==> src/hw/rtl/road_segment_quad_expander_unit_assert.svh <==
// Assertion macros shared by the road segment quad expander RTL.
`ifndef ROAD_SEGMENT_QUAD_EXPANDER_UNIT_ASSERT_SVH
`define ROAD_SEGMENT_QUAD_EXPANDER_UNIT_ASSERT_SVH
`ifndef SYNTH
// Same-cycle implication, off while reset is asserted (active low).
`define RSQE_ASSERT_IMP(label, clk, rst_n, ante, cons, msg) \
    label: assert property (@(posedge clk) disable iff (!rst_n) (ante) |-> (cons)) \
        else $error(msg);
// Next-cycle implication, off while reset is asserted (active low).
`define RSQE_ASSERT_NXT(label, clk, rst_n, ante, cons, msg) \
    label: assert property (@(posedge clk) disable iff (!rst_n) (ante) |=> (cons)) \
        else $error(msg);
`else
`define RSQE_ASSERT_IMP(label, clk, rst_n, ante, cons, msg)
`define RSQE_ASSERT_NXT(label, clk, rst_n, ante, cons, msg)
`endif
`endif

==> src/hw/rtl/rsqe_pkg.sv <==
// Shared constants, types and helpers for the road segment quad expander.
package rsqe_pkg;

    localparam int COORD_BITS = 20;
    localparam int FRAC_BITS  = 8;
    localparam int DIST_BITS  = 16;
    localparam int OUT_BITS   = COORD_BITS + FRAC_BITS;
    localparam logic [DIST_BITS-1:0] DIST_RESET = DIST_BITS'(256);

    // |delta| of two coordinates
    localparam int DELTA_BITS = COORD_BITS + 1;
    // shared multiplier operand and product
    localparam int MUL_BITS   = (DELTA_BITS > DIST_BITS) ? DELTA_BITS : DIST_BITS;
    localparam int PROD_BITS  = 2 * MUL_BITS;
    // dx^2 + dy^2
    localparam int SUM_BITS   = 2 * DELTA_BITS;
    // dist * |delta| and its split for squaring
    localparam int P_BITS     = DIST_BITS + DELTA_BITS;
    localparam int P_LO_BITS  = P_BITS - P_BITS / 2;
    localparam int P_HI_BITS  = P_BITS - P_LO_BITS;
    // search accumulators, signed, with headroom
    localparam int WIDE_BITS  = 2 * P_BITS + 6;
    // top result bit that can be set (result never exceeds dist)
    localparam int Q_TOP      = DIST_BITS - 1;
    localparam int IDX_BITS   = $clog2(DIST_BITS);

    typedef enum logic [1:0] {
        TS_IDLE,
        TS_CALC,
        TS_EMIT
    } t_top_state;

    typedef enum logic [3:0] {
        RT_IDLE,
        RT_SQX,
        RT_SQY,
        RT_PROD,
        RT_HH,
        RT_HL,
        RT_LL,
        RT_WFIN,
        RT_ADD,
        RT_CMP
    } t_ratio_state;

    typedef struct packed {
        logic                  start;
        logic [DELTA_BITS-1:0] adx;
        logic [DELTA_BITS-1:0] ady;
        logic [DIST_BITS-1:0]  distance;
    } t_ratio_req;

    typedef struct packed {
        logic                 done;
        logic [DIST_BITS-1:0] mx;
        logic [DIST_BITS-1:0] my;
    } t_ratio_rsp;

    // clamp a sum to the signed output range
    function automatic logic [OUT_BITS-1:0] sat_out(input logic signed [OUT_BITS:0] v);
        logic [OUT_BITS-1:0] res;
        if (v[OUT_BITS] != v[OUT_BITS-1]) begin
            res = v[OUT_BITS] ? {1'b1, {(OUT_BITS-1){1'b0}}} : {1'b0, {(OUT_BITS-1){1'b1}}};
        end else begin
            res = v[OUT_BITS-1:0];
        end
        return res;
    endfunction

endpackage

==> src/hw/rtl/rsqe_ratio.sv <==
// Offset magnitude unit: one shared multiplier and one wide add/compare, sequenced.
`include "road_segment_quad_expander_unit_assert.svh"
module rsqe_ratio (
    input  logic                 i_clk,
    input  logic                 i_rst_n,
    input  rsqe_pkg::t_ratio_req i_req,
    output rsqe_pkg::t_ratio_rsp o_rsp
);

    localparam int MB = rsqe_pkg::MUL_BITS;
    localparam int WB = rsqe_pkg::WIDE_BITS;
    localparam int PB = rsqe_pkg::P_BITS;
    localparam int PL = rsqe_pkg::P_LO_BITS;
    localparam int DB = rsqe_pkg::DIST_BITS;

    rsqe_pkg::t_ratio_state r_state, n_state;
    logic r_pass_y;
    logic r_done;

    logic [MB-1:0]                   w_mul_a, w_mul_b;
    logic [rsqe_pkg::PROD_BITS-1:0]  r_prod;
    logic [rsqe_pkg::SUM_BITS-1:0]   r_sum;
    logic [PB-1:0]                   r_p;
    logic signed [WB-1:0]            r_w;      // 4 * (dist*a)^2
    logic signed [WB-1:0]            r_acc;    // e^2 * S for e = 2q-1
    logic signed [WB-1:0]            r_cross;  // 4 * bit * e * S
    logic signed [WB-1:0]            r_quad;   // 4 * bit^2 * S
    logic signed [WB-1:0]            r_trial;
    logic signed [WB-1:0]            w_val;
    logic [DB-1:0]                   r_q, r_mx, r_my, w_cand, w_q_next;
    logic [rsqe_pkg::IDX_BITS-1:0]   r_idx;
    logic                            w_take;
    logic                            w_last_bit;

    // bit test: (2*cand-1)^2 * S <= 4 * dist^2 * a^2, cand <= dist
    assign w_cand     = r_q | (DB'(1) << r_idx);
    assign w_val      = r_trial + r_quad;
    assign w_take     = (w_cand <= i_req.distance) && (w_val <= r_w);
    assign w_q_next   = w_take ? w_cand : r_q;
    assign w_last_bit = (r_idx == '0);

    always_ff @(posedge i_clk) begin
        if (!i_rst_n) begin
            r_state  <= rsqe_pkg::RT_IDLE;
            r_pass_y <= 1'b0;
            r_done   <= 1'b0;
        end else begin
            r_state <= n_state;
            r_done  <= (r_state == rsqe_pkg::RT_CMP) && w_last_bit && r_pass_y;
            if (r_state == rsqe_pkg::RT_IDLE) begin
                r_pass_y <= 1'b0;
            end else if (r_state == rsqe_pkg::RT_CMP && w_last_bit) begin
                r_pass_y <= 1'b1;
            end
        end
    end

    always_comb begin
        n_state = r_state;
        w_mul_a = '0;
        w_mul_b = '0;
        unique case (r_state)
            rsqe_pkg::RT_IDLE: begin
                if (i_req.start) n_state = rsqe_pkg::RT_SQX;
            end
            rsqe_pkg::RT_SQX: begin
                w_mul_a = MB'(i_req.adx);
                w_mul_b = MB'(i_req.adx);
                n_state = rsqe_pkg::RT_SQY;
            end
            rsqe_pkg::RT_SQY: begin
                w_mul_a = MB'(i_req.ady);
                w_mul_b = MB'(i_req.ady);
                n_state = rsqe_pkg::RT_PROD;
            end
            rsqe_pkg::RT_PROD: begin
                w_mul_a = MB'(i_req.distance);
                w_mul_b = r_pass_y ? MB'(i_req.adx) : MB'(i_req.ady);
                n_state = rsqe_pkg::RT_HH;
            end
            rsqe_pkg::RT_HH: begin
                w_mul_a = MB'(r_prod[PB-1:PL]);
                w_mul_b = MB'(r_prod[PB-1:PL]);
                n_state = rsqe_pkg::RT_HL;
            end
            rsqe_pkg::RT_HL: begin
                w_mul_a = MB'(r_p[PB-1:PL]);
                w_mul_b = MB'(r_p[PL-1:0]);
                n_state = rsqe_pkg::RT_LL;
            end
            rsqe_pkg::RT_LL: begin
                w_mul_a = MB'(r_p[PL-1:0]);
                w_mul_b = MB'(r_p[PL-1:0]);
                n_state = rsqe_pkg::RT_WFIN;
            end
            rsqe_pkg::RT_WFIN: n_state = rsqe_pkg::RT_ADD;
            rsqe_pkg::RT_ADD:  n_state = rsqe_pkg::RT_CMP;
            rsqe_pkg::RT_CMP: begin
                if (!w_last_bit)   n_state = rsqe_pkg::RT_ADD;
                else if (r_pass_y) n_state = rsqe_pkg::RT_IDLE;
                else               n_state = rsqe_pkg::RT_PROD;
            end
            default: n_state = rsqe_pkg::RT_IDLE;
        endcase
    end

    always_ff @(posedge i_clk) begin
        r_prod <= w_mul_a * w_mul_b;
        unique case (r_state)
            rsqe_pkg::RT_SQY:  r_sum <= rsqe_pkg::SUM_BITS'(r_prod);
            rsqe_pkg::RT_PROD: begin
                if (!r_pass_y) r_sum <= r_sum + rsqe_pkg::SUM_BITS'(r_prod);
            end
            rsqe_pkg::RT_HH:   r_p <= r_prod[PB-1:0];
            rsqe_pkg::RT_HL:   r_w <= WB'(r_prod) << (2 * PL);
            rsqe_pkg::RT_LL:   r_w <= r_w + (WB'(r_prod) << (PL + 1));
            rsqe_pkg::RT_WFIN: begin
                r_w     <= (r_w + WB'(r_prod)) << 2;
                r_acc   <= WB'(r_sum);
                r_cross <= -(WB'(r_sum) << (rsqe_pkg::Q_TOP + 2));
                r_quad  <= WB'(r_sum) << (2 * rsqe_pkg::Q_TOP + 2);
                r_q     <= '0;
                r_idx   <= rsqe_pkg::IDX_BITS'(rsqe_pkg::Q_TOP);
            end
            rsqe_pkg::RT_ADD:  r_trial <= r_acc + r_cross;
            rsqe_pkg::RT_CMP: begin
                if (w_take) begin
                    r_acc   <= w_val;
                    r_cross <= (r_cross + (r_quad <<< 1)) >>> 1;
                end else begin
                    r_cross <= r_cross >>> 1;
                end
                r_quad <= r_quad >> 2;
                r_q    <= w_q_next;
                r_idx  <= r_idx - 1'b1;
                if (w_last_bit) begin
                    if (r_pass_y) r_my <= w_q_next;
                    else          r_mx <= w_q_next;
                end
            end
            default: ;
        endcase
    end

    assign o_rsp.done = r_done;
    assign o_rsp.mx   = r_mx;
    assign o_rsp.my   = r_my;

    `RSQE_ASSERT_IMP(a_start_idle, i_clk, i_rst_n, i_req.start, r_state == rsqe_pkg::RT_IDLE, "ratio start while busy")
    `RSQE_ASSERT_NXT(a_done_pulse, i_clk, i_rst_n, r_done, !r_done && r_state == rsqe_pkg::RT_IDLE, "done not a single pulse")
    `RSQE_ASSERT_IMP(a_q_bound, i_clk, i_rst_n, r_state == rsqe_pkg::RT_CMP, r_q <= i_req.distance, "partial result above distance")

endmodule

==> src/hw/rtl/road_segment_quad_expander_unit.sv <==
// Road segment quad expander: polyline points in, offset road rectangles out.
//
//  channel   dir  transaction carries
//  s_axis    in   one point: tdata = x, y; tuser = first of way; tlast = last of way
//  m_axis    out  one rectangle: tdata = 8 corner coords; tuser = zero length;
//                 tlast = closes way
//  cfg       in   offset_distance write (no handshake, no read-back)
//
//  A point that forms a segment of non-zero length occupies the block while the
//  shared 21x21 multiplier builds dx^2+dy^2 and (2*d*a)^2 and then the 80-bit
//  add/compare unit runs a 16-step bit search for each offset component. A point
//  that makes no segment leaves the block idle; a zero-length segment skips the
//  search. s_axis_tready is high only while the block is idle; the output
//  register lets a finished rectangle wait on m_axis while the next point is taken.
//  Reset is synchronous, active low; distance resets to 1.0 (256).
`include "road_segment_quad_expander_unit_assert.svh"
module road_segment_quad_expander_unit (
    input  logic                                i_clk,
    input  logic                                i_rst_n,
    // configuration
    input  logic                                i_cfg_we,
    input  logic [rsqe_pkg::DIST_BITS-1:0]      i_cfg_wdata,  // offset_distance
    // point stream
    input  logic                                i_s_axis_tvalid,
    output logic                                o_s_axis_tready,
    input  logic [2*rsqe_pkg::COORD_BITS-1:0]   i_s_axis_tdata,  // point_x, point_y
    input  logic [0:0]                          i_s_axis_tuser,  // first_of_way
    input  logic                                i_s_axis_tlast,  // last_of_way
    // rectangle stream
    output logic                                o_m_axis_tvalid,
    input  logic                                i_m_axis_tready,
    // start_right_x, start_right_y, end_right_x, end_right_y,
    // start_left_x, start_left_y, end_left_x, end_left_y
    output logic [8*rsqe_pkg::OUT_BITS-1:0]     o_m_axis_tdata,
    output logic [0:0]                          o_m_axis_tuser,  // zero_length
    output logic                                o_m_axis_tlast   // closes_way
);

    localparam int CB = rsqe_pkg::COORD_BITS;
    localparam int OB = rsqe_pkg::OUT_BITS;
    localparam int DB = rsqe_pkg::DELTA_BITS;

    rsqe_pkg::t_top_state r_state, n_state;

    logic [rsqe_pkg::DIST_BITS-1:0] r_dist;
    logic signed [CB-1:0] r_px, r_py;   // previous point, then segment end
    logic signed [CB-1:0] r_sx, r_sy;   // segment start
    logic                 r_pvalid;
    logic [DB-1:0]        r_adx, r_ady;
    logic                 r_neg, r_zero, r_last;
    logic                 r_go;

    logic                 r_ovalid;
    logic [8*OB-1:0]      r_odata;
    logic                 r_ozero, r_olast;

    logic                 w_in_acc, w_seg, w_load;
    logic signed [CB-1:0] w_x2, w_y2;
    logic signed [DB-1:0] w_dx, w_dy;
    logic                 w_zero;

    rsqe_pkg::t_ratio_req w_req;
    rsqe_pkg::t_ratio_rsp w_rsp;

    logic signed [OB:0]   w_ox, w_oy, w_sx1, w_sy1, w_sx2, w_sy2;
    logic signed [OB:0]   w_mx_ext, w_my_ext;

    // ------------------------------------------------------------------
    // input side
    assign w_x2     = i_s_axis_tdata[CB-1:0];
    assign w_y2     = i_s_axis_tdata[2*CB-1:CB];
    assign w_in_acc = i_s_axis_tvalid && o_s_axis_tready;
    // a segment needs a live previous point and no new-way mark
    assign w_seg    = w_in_acc && r_pvalid && !i_s_axis_tuser[0];

    // dx = x1 - x2, dy = y2 - y1
    assign w_dx   = {r_px[CB-1], r_px} - {w_x2[CB-1], w_x2};
    assign w_dy   = {w_y2[CB-1], w_y2} - {r_py[CB-1], r_py};
    assign w_zero = (w_dx == '0) && (w_dy == '0);

    assign o_s_axis_tready = (r_state == rsqe_pkg::TS_IDLE);

    // ------------------------------------------------------------------
    // offset magnitudes
    assign w_req.start    = r_go;
    assign w_req.adx      = r_adx;
    assign w_req.ady      = r_ady;
    assign w_req.distance = r_dist;

    rsqe_ratio u_ratio (
        .i_clk   (i_clk),
        .i_rst_n (i_rst_n),
        .i_req   (w_req),
        .o_rsp   (w_rsp)
    );

    // ------------------------------------------------------------------
    // sequencing
    assign w_load = (r_state == rsqe_pkg::TS_EMIT) && (!r_ovalid || i_m_axis_tready);

    always_comb begin
        n_state = r_state;
        unique case (r_state)
            rsqe_pkg::TS_IDLE: begin
                if (w_seg) n_state = w_zero ? rsqe_pkg::TS_EMIT : rsqe_pkg::TS_CALC;
            end
            rsqe_pkg::TS_CALC: begin
                if (w_rsp.done) n_state = rsqe_pkg::TS_EMIT;
            end
            rsqe_pkg::TS_EMIT: begin
                if (w_load) n_state = rsqe_pkg::TS_IDLE;
            end
            default: n_state = rsqe_pkg::TS_IDLE;
        endcase
    end

    always_ff @(posedge i_clk) begin
        if (!i_rst_n) begin
            r_state  <= rsqe_pkg::TS_IDLE;
            r_dist   <= rsqe_pkg::DIST_RESET;
            r_px     <= '0;
            r_py     <= '0;
            r_pvalid <= 1'b0;
            r_go     <= 1'b0;
            r_ovalid <= 1'b0;
        end else begin
            r_state <= n_state;
            r_go    <= w_seg && !w_zero;
            if (i_cfg_we) r_dist <= i_cfg_wdata;
            if (w_in_acc) begin
                r_px     <= w_x2;
                r_py     <= w_y2;
                r_pvalid <= !i_s_axis_tlast;
            end
            if (w_load) begin
                r_ovalid <= 1'b1;
            end else if (i_m_axis_tready) begin
                r_ovalid <= 1'b0;
            end
        end
    end

    // segment payload, captured on the transaction that forms it
    always_ff @(posedge i_clk) begin
        if (w_seg) begin
            r_sx   <= r_px;
            r_sy   <= r_py;
            r_adx  <= w_dx[DB-1] ? DB'(-w_dx) : DB'(w_dx);
            r_ady  <= w_dy[DB-1] ? DB'(-w_dy) : DB'(w_dy);
            // ox takes the sign of dx*dy; a horizontal segment keeps it positive
            r_neg  <= (w_dx[DB-1] != w_dy[DB-1]) && (w_dy != '0);
            r_zero <= w_zero;
            r_last <= i_s_axis_tlast;
        end
    end

    // ------------------------------------------------------------------
    // corners: endpoints in fixed point, plus and minus the offset, clamped
    assign w_mx_ext = {{(OB + 1 - rsqe_pkg::DIST_BITS){1'b0}}, w_rsp.mx};
    assign w_my_ext = {{(OB + 1 - rsqe_pkg::DIST_BITS){1'b0}}, w_rsp.my};
    assign w_ox     = r_zero ? '0 : (r_neg ? -w_mx_ext : w_mx_ext);
    assign w_oy     = r_zero ? '0 : w_my_ext;

    assign w_sx1 = {r_sx[CB-1], r_sx, {rsqe_pkg::FRAC_BITS{1'b0}}};
    assign w_sy1 = {r_sy[CB-1], r_sy, {rsqe_pkg::FRAC_BITS{1'b0}}};
    assign w_sx2 = {r_px[CB-1], r_px, {rsqe_pkg::FRAC_BITS{1'b0}}};
    assign w_sy2 = {r_py[CB-1], r_py, {rsqe_pkg::FRAC_BITS{1'b0}}};

    always_ff @(posedge i_clk) begin
        if (w_load) begin
            r_odata <= {rsqe_pkg::sat_out(w_sy2 - w_oy), rsqe_pkg::sat_out(w_sx2 - w_ox),
                        rsqe_pkg::sat_out(w_sy1 - w_oy), rsqe_pkg::sat_out(w_sx1 - w_ox),
                        rsqe_pkg::sat_out(w_sy2 + w_oy), rsqe_pkg::sat_out(w_sx2 + w_ox),
                        rsqe_pkg::sat_out(w_sy1 + w_oy), rsqe_pkg::sat_out(w_sx1 + w_ox)};
            r_ozero <= r_zero;
            r_olast <= r_last;
        end
    end

    assign o_m_axis_tvalid   = r_ovalid;
    assign o_m_axis_tdata    = r_odata;
    assign o_m_axis_tuser[0] = r_ozero;
    assign o_m_axis_tlast    = r_olast;

    `RSQE_ASSERT_IMP(a_done_in_calc, i_clk, i_rst_n, w_rsp.done, r_state == rsqe_pkg::TS_CALC, "ratio done outside calculation")
    `RSQE_ASSERT_IMP(a_go_nonzero, i_clk, i_rst_n, r_go, !r_zero && r_state == rsqe_pkg::TS_CALC, "ratio started for zero-length segment")
    `RSQE_ASSERT_NXT(a_emit_fills, i_clk, i_rst_n, w_load, o_m_axis_tvalid && r_state == rsqe_pkg::TS_IDLE, "rectangle not presented after load")

endmodule

==> config.mk <==
export PLATFORM = sky130hd
export DESIGN_NAME = road_segment_quad_expander_unit
export DESIGN_NICKNAME = d
export VERILOG_FILES = /design/src/hw/rtl/rsqe_pkg.sv /design/src/hw/rtl/rsqe_ratio.sv /design/src/hw/rtl/road_segment_quad_expander_unit.sv
export VERILOG_INCLUDE_DIRS = /design/src /design/src/hw/rtl
export SDC_FILE = /design/constraint.sdc
export NUM_CORES = 2
export LEC_CHECK = 0
export ABC_AREA = 0
export BUFFER_PORTS_ARGS = -buffer_cell sky130_fd_sc_hd__buf_4
export CAP_MARGIN = 40
export CORE_ASPECT_RATIO = 1.4
export CORE_MARGIN = 2
export CORE_UTILIZATION = 50
export CTS_CLUSTER_SIZE = 25
export DETAILED_ROUTE_END_ITERATION = 8
export PLACE_DENSITY = 0.67
export SYNTH_ARGS = -nofsm -noshare
export SYNTH_HDL_FRONTEND = slang
export SYNTH_SLANG_ARGS = --single-unit
==> constraint.sdc <==
create_clock -name i_clk -period 14.8 [get_ports i_clk]
set_input_delay 0.74 -clock i_clk [delete_from_list [all_inputs] [get_ports i_clk]]
set_output_delay 0.74 -clock i_clk [all_outputs]
set_load 0.02 [all_outputs]
== Yosys cells after proc, flatten, opt, wreduce, memory -nomap -nowiden ==
Cells that the tools add are included.
W data, S select, Z words.
Operators by class
  shift operators: 1
  $add $sub $neg: 21
  equal/unequal tests: 26
  muxes and demuxes: 46
  bitwise operators: 3
  order comparisons: 2
  reductions and logical operators: 32
  multipliers: 1
  divide/modulo/power cells: 0
Operator list (count)
  $pmux W80 S2: 3
  $mux W28: 16
  $add A80 B80 Y80: 3
  $pmux W80 S3: 1
  $mux W80: 2
  $pmux W21 S6: 1
  $pmux W21 S5: 1
  $pmux W42 S2: 1
  $add A80 B62 Y80: 1
  $le A80 B80 Y1: 1
  $neg A59 Y80: 1
  $add A78 B42 Y78: 1
  $add A28 B17 Y29: 2
  $add A28 B29 Y29: 2
  $mux W29: 2
  $sub A28 B17 Y29: 2
  $sub A28 B29 Y29: 2
  $add A42 B42 Y42: 1
  $logic_not A21 Y1: 2
  $mul A21 B21 Y42: 1
  $mux W42: 1
  $neg A21 Y21: 2
  $sub A20 B20 Y21: 2
  $mux W20: 2
  other kinds (35): 79
Word-level totals
  output and inout port bits: 228
  memory bits (read-only): 0
  bits in latches: 0
  memories kept: 0
  bits in writable memories: 0
  register bits after elaboration: 951

== Depth between registers and ports, before layout ==
  depth in word-level cells: 6
  gate-level depth with buffers: 38

== By module ==
From an unflattened synthesis, not the netlist that was laid out.
Second synthesis, totals
  cells, all modules: 9292
  area, all modules: 84118.2 µm²
Modules (own cells, without submodules)
  rsqe_ratio: area each 60346.6 µm², sequential area each 16666.0 µm², cells an instance 6859, instances 1
  road_segment_quad_expander_unit: area each 23771.5 µm², sequential area each 10560.1 µm², cells an instance 2433, instances 1

== Least setup slack after synthesis ==
OpenSTA, ideal clock, no wires.
  kind: in2reg
  from: input i_m_axis_tready
  to: register r_odata[0], in the netlist o_m_axis_tdata[0], enable pin
  cell stages on the path: 2
  required time: 13.956 ns
  data arrival time: 10.784 ns
  path slack: 3.172 ns
  path through: nand2b_1 > nor2b_1
Between the ends
  longest elaborated chain between the ends: 2
Ends and longest elaborated chain
  from (decl): line road_segment_quad_expander_unit.sv:31  | input logic i_m_axis_tready,
  $logic_or A1 B1 Y1: line road_segment_quad_expander_unit.sv:99  | assign w_load = (r_state == rsqe_pkg::TS_EMIT) && (!r_ovalid || i_m_axis_tready);
  $logic_and A1 B1 Y1: line road_segment_quad_expander_unit.sv:99
  net w_load: line road_segment_quad_expander_unit.sv:57  | logic w_in_acc, w_seg, w_load;
  to (signal assigned): line road_segment_quad_expander_unit.sv:171  | r_odata <= {rsqe_pkg::sat_out(w_sy2 - w_oy), rsqe_pkg::sat_out(w_sx2 - w_ox),
  to (decl): line road_segment_quad_expander_unit.sv:54  | logic [8*OB-1:0] r_odata;
The timed path passes the listed nets, and every way through them passes these cells.
A chain may end at the register's enable or synchronous reset.

== Worst setup path after layout ==
  from: register u_ratio.r_state[2]
  to: register u_ratio.r_prod[38] (netlist bit)
Between the ends
  longest elaborated chain between the ends: 4
  elaborated cells between the ends (all ways): 10
Ends and longest elaborated chain
  from (decl): line rsqe_ratio.sv:16  | rsqe_pkg::t_ratio_state r_state, n_state;
  from (signal assigned): line rsqe_ratio.sv:44  | r_state <= rsqe_pkg::RT_IDLE;
  from (signal assigned): line rsqe_ratio.sv:48  | r_state <= n_state;
  $eq A4 B3 Y1: line rsqe_ratio.sv:62  | unique case (r_state)
  $reduce_or A2 Y1 (no source line)
  $pmux W21 S5: line rsqe_ratio.sv:62
  $mul A21 B21 Y42 *: line rsqe_ratio.sv:108  | r_prod <= w_mul_a * w_mul_b;
  to (signal assigned): line rsqe_ratio.sv:108
  to (decl): line rsqe_ratio.sv:21  | logic [rsqe_pkg::PROD_BITS-1:0] r_prod;
Every way passes the cells marked *; elsewhere a longest branch is shown, timed or not.

==> flow_summary.yaml <==
run_status:
  status: "complete, no violations"
synth:
  synth-seq-cells: 943
  yosys-mux-area-fraction: 0.00979
  synth_top_area_share: 0.300
  synth_cell_types: 93
  synth.cell_area_mm2: 0.0833
  synth_edf_count: 834
  synth_compound_area_frac: 0.182
  synth_top_family_by_area: "adder cells"
  ys_warn_count: 0
  synth-seq-area-share: 0.327
  yosys.area.top_type: "edfxtp_1"
  synth.area.top_cells: "edfxtp_1, ha_1, fa_1, nand2_1, xnor2_1"
  yosys-top-cells-count: "nand2_1, edfxtp_1, inv_1"
  synthAdderAreaFrac: 0.205
  synthesis.nets: 10300
  ys.flop_type: "edfxtp_1"
  syn_inst: 9148
  synth_simple_gate_area_frac: 0.154
  yosysMostFrequentCell: "nand2_1"
  yosys.area_share.xor_xnor: 0.0686
  syn_area_per_cell_um2: 9.11
  async_reset_ff_frac: 0
sta:
  min_period_ns: 10.35
  skew_ns: 0.0426
  drv_slew: 0
  slew_headroom: 0.285
  fmax_mhz: 96.6
  finalCritPeriodShare: 0.699
  setup_viol: 0
  final-hold-violation-count: 0
  setup_tns_ns: 0
  worstMarginPinSlew_ns: 1.07
  rsz0062_at_grt: "false"
placement:
  dp_hpwl_um: 226000
  place_congestion: 0.996
  place_area_mm2: 0.0879
  port_buffers: 290
floorplan:
  io_pins: 291
  die_h_um: 487
  die_area_mm2: 0.170
  rows: 177
  core_mm2: 0.166
  initial_core_util: 0.502
  die_x_um: 349
flow_run:
  maxCapViolCount: 0
cells_and_area:
  layout-drive-gt1-share: 0.0786
  syn2layout_area_growth_pct: 9.56
  postLayoutCellArea_mm2: 0.0913
  fill_cells: 15000
  nNetsFinal: 10500
routing:
  drt_iter0_markers: 6770
  dr.pass1.iters: 7
  vias: 70700
  postRouteAntennaNets: 0
  vias_per_cell: 6.15
  drcViolationCount: 0
  wl_um: 287000
  routedWlPerCell_um: 25.0
global_route:
  grt_overflow_total: 0
  antenna_found_initial: 10
  gr-usage-all-layers: 0.332
  grt_max_degree: 125
  grt_pass1_wl_um: 426000
  grt_pass1_vias: 68800
hold_path:
  hold_start: "i_s_axis_tlast"
  hold_end: "r_last"
  hold_path_depth: 1
  hold_class: "in -> reg"
power_and_ir_drop:
  p_per_area_mw_per_mm2: 67.6
  power_leakage_nw: 39.7
  vdd_drop_max_uv: 89.4
clocking:
  clock_path_buffers: 3
  htree_num_levels: 3
  cts_resized: 0
  clkSlewWorstSetupHoldPaths_ns: 0.06
  cts_sinks: 943
  root_buffer: "clkbuf_16"
  clk_latency_ns: 0.78
  numCtsBuffers: 98
  holdBufCountCts: 0
  cts_tree: "built"
  post_cts_buffers: 0
setup_path:
  r2r_slack_ns: 4.45
  r2r_cells: 32
  slowest_stage: "buf_4"
  endpoint_kind: "flip-flop"
  reg2reg_to: "u_ratio.r_prod[38]"
  r2r_start: "u_ratio.r_state[2]"
  path_class: "reg -> reg"
  required_ns: 15.45
  start_kind: "flip-flop"
  slowest_delay_ns: 0.60
  worstPathMaxFanout: 55
  arrival_ns: 11.00
-- layout by cell type (no fill, tap or decap), types with 146 or more instances in the layout --
cell type and n:
fa_1 370, buf_4 413, nand2_1 1043, nor2_1 649
a21o_1 348, o21ai_0 490, ha_1 759, xor2_1 206
edfxtp_1 834, xnor2_1 447, inv_1 780, nand3_1 146
a21oi_1 712
-- worst max-delay path, delay by kind of cell, from the launching register on --
kind / cells / cell delay (ns)
fa+ha+maj: 8 / 3.95
compound gates: 10 / 3.18
simple gates: 6 / 1.52
buf+inv: 8 / 0.98
flops: 1 / 0.56
-- state kept, by name, summed over array words and instances (netlist names), 37 cells and up --
name / count
u_ratio.r_prod: 42
u_ratio.r_sum: 42
o_m_axis_tdata: 224
u_ratio.r_cross: 80
u_ratio.r_quad: 74
u_ratio.r_acc: 80
u_ratio.r_trial: 80
u_ratio.r_w: 78
u_ratio.r_p: 37
-- metrics by stage --
| stage | instances | util | power (mW) | hold WS, ns | setup WS (ns) |
|---|---|---|---|---|---|
| 6_report | 11500 | 0.550 | 6.17 | 0.189 | 4.45 |
| 3_5_place_dp | 11300 | 0.530 | 3.53 | 0.425 | 4.55 |
| 4_1_cts | 11500 | 0.550 | 6.19 | 0.144 | 4.51 |
| 5_1_grt | 11500 | 0.550 | 6.33 | 0.177 | 3.83 |
| 3_3_place_gp | 11300 | 0.529 | 3.53 | 0.404 | 4.70 |
| 2_1_floorplan | 9148 | - | 3.35 | 0.400 | 3.17 |
-- metal layers --
| metal | part of all wire | track usage | up-vias |
|---|---|---|---|
| met1 | 0.38 | 0.397 | 34500 |
| met4 | 0.067 | 0.193 | 6 |
| met3 | 0.068 | 0.0479 | 763 |
| met5 | 0.00012 | 0 | - |
| li1 | - | - | 32600 |
| met2 | 0.48 | 0.567 | 2813 |
-- kinds of logic (layout without fill, tap and decap cells) --
logic type               after synthesis  count (layout)
AND/OR/NAND/NOR                     2758            2758
AO/OA/AOI/OAI                       2386            2386
buffers and inverters               1183            1384
adder cells (fa/ha/maj)             1147            1147
flip-flops                           943             943
XOR/XNOR                             653             653
multiplexers                          78              78
other                                  0               5
-- area by class of cell --
class / count / area, um^2 / share of cell area
clock inverters: 69 / 786 / 0.00861
repair buffers: 423 / 3290 / 0.0361
flip-flops and latches: 943 / 27200 / 0.298
clock buffers: 111 / 2560 / 0.0281
well taps: 2148 / 2690 / 0.0294
multi-input cells: 7022 / 51800 / 0.567
diodes: 5 / 12.5 / 0.000137
inverters: 781 / 2930 / 0.0321
-- how the worst max path moves through the flow --
stage	slack, ns	start	cells after the start	endpoint
2_1_floorplan	3.17	i_m_axis_tready	2	o_m_axis_tdata[0]
3_3_place_gp	4.70	u_ratio.r_state[2]	32	u_ratio.r_prod[38]
3_5_place_dp	4.55	u_ratio.r_state[2]	32	u_ratio.r_prod[38]
4_1_cts	4.51	u_ratio.r_state[2]	32	u_ratio.r_prod[38]
5_1_grt	3.83	u_ratio.r_state[2]	32	u_ratio.r_prod[38]
6_report	4.45	u_ratio.r_state[2]	32	u_ratio.r_prod[38]
-- power by group --
group,total [mW],internal (mW),leakage [nW],switching [mW]
Combinational,0.554,0.202,29.5,0.352
Clock,2.68,1.47,1.60,1.21
Sequential,2.94,2.91,8.60,0.0281
Total,6.17,4.58,39.7,1.59
Note: power is estimated with default switching activity, not from simulation.
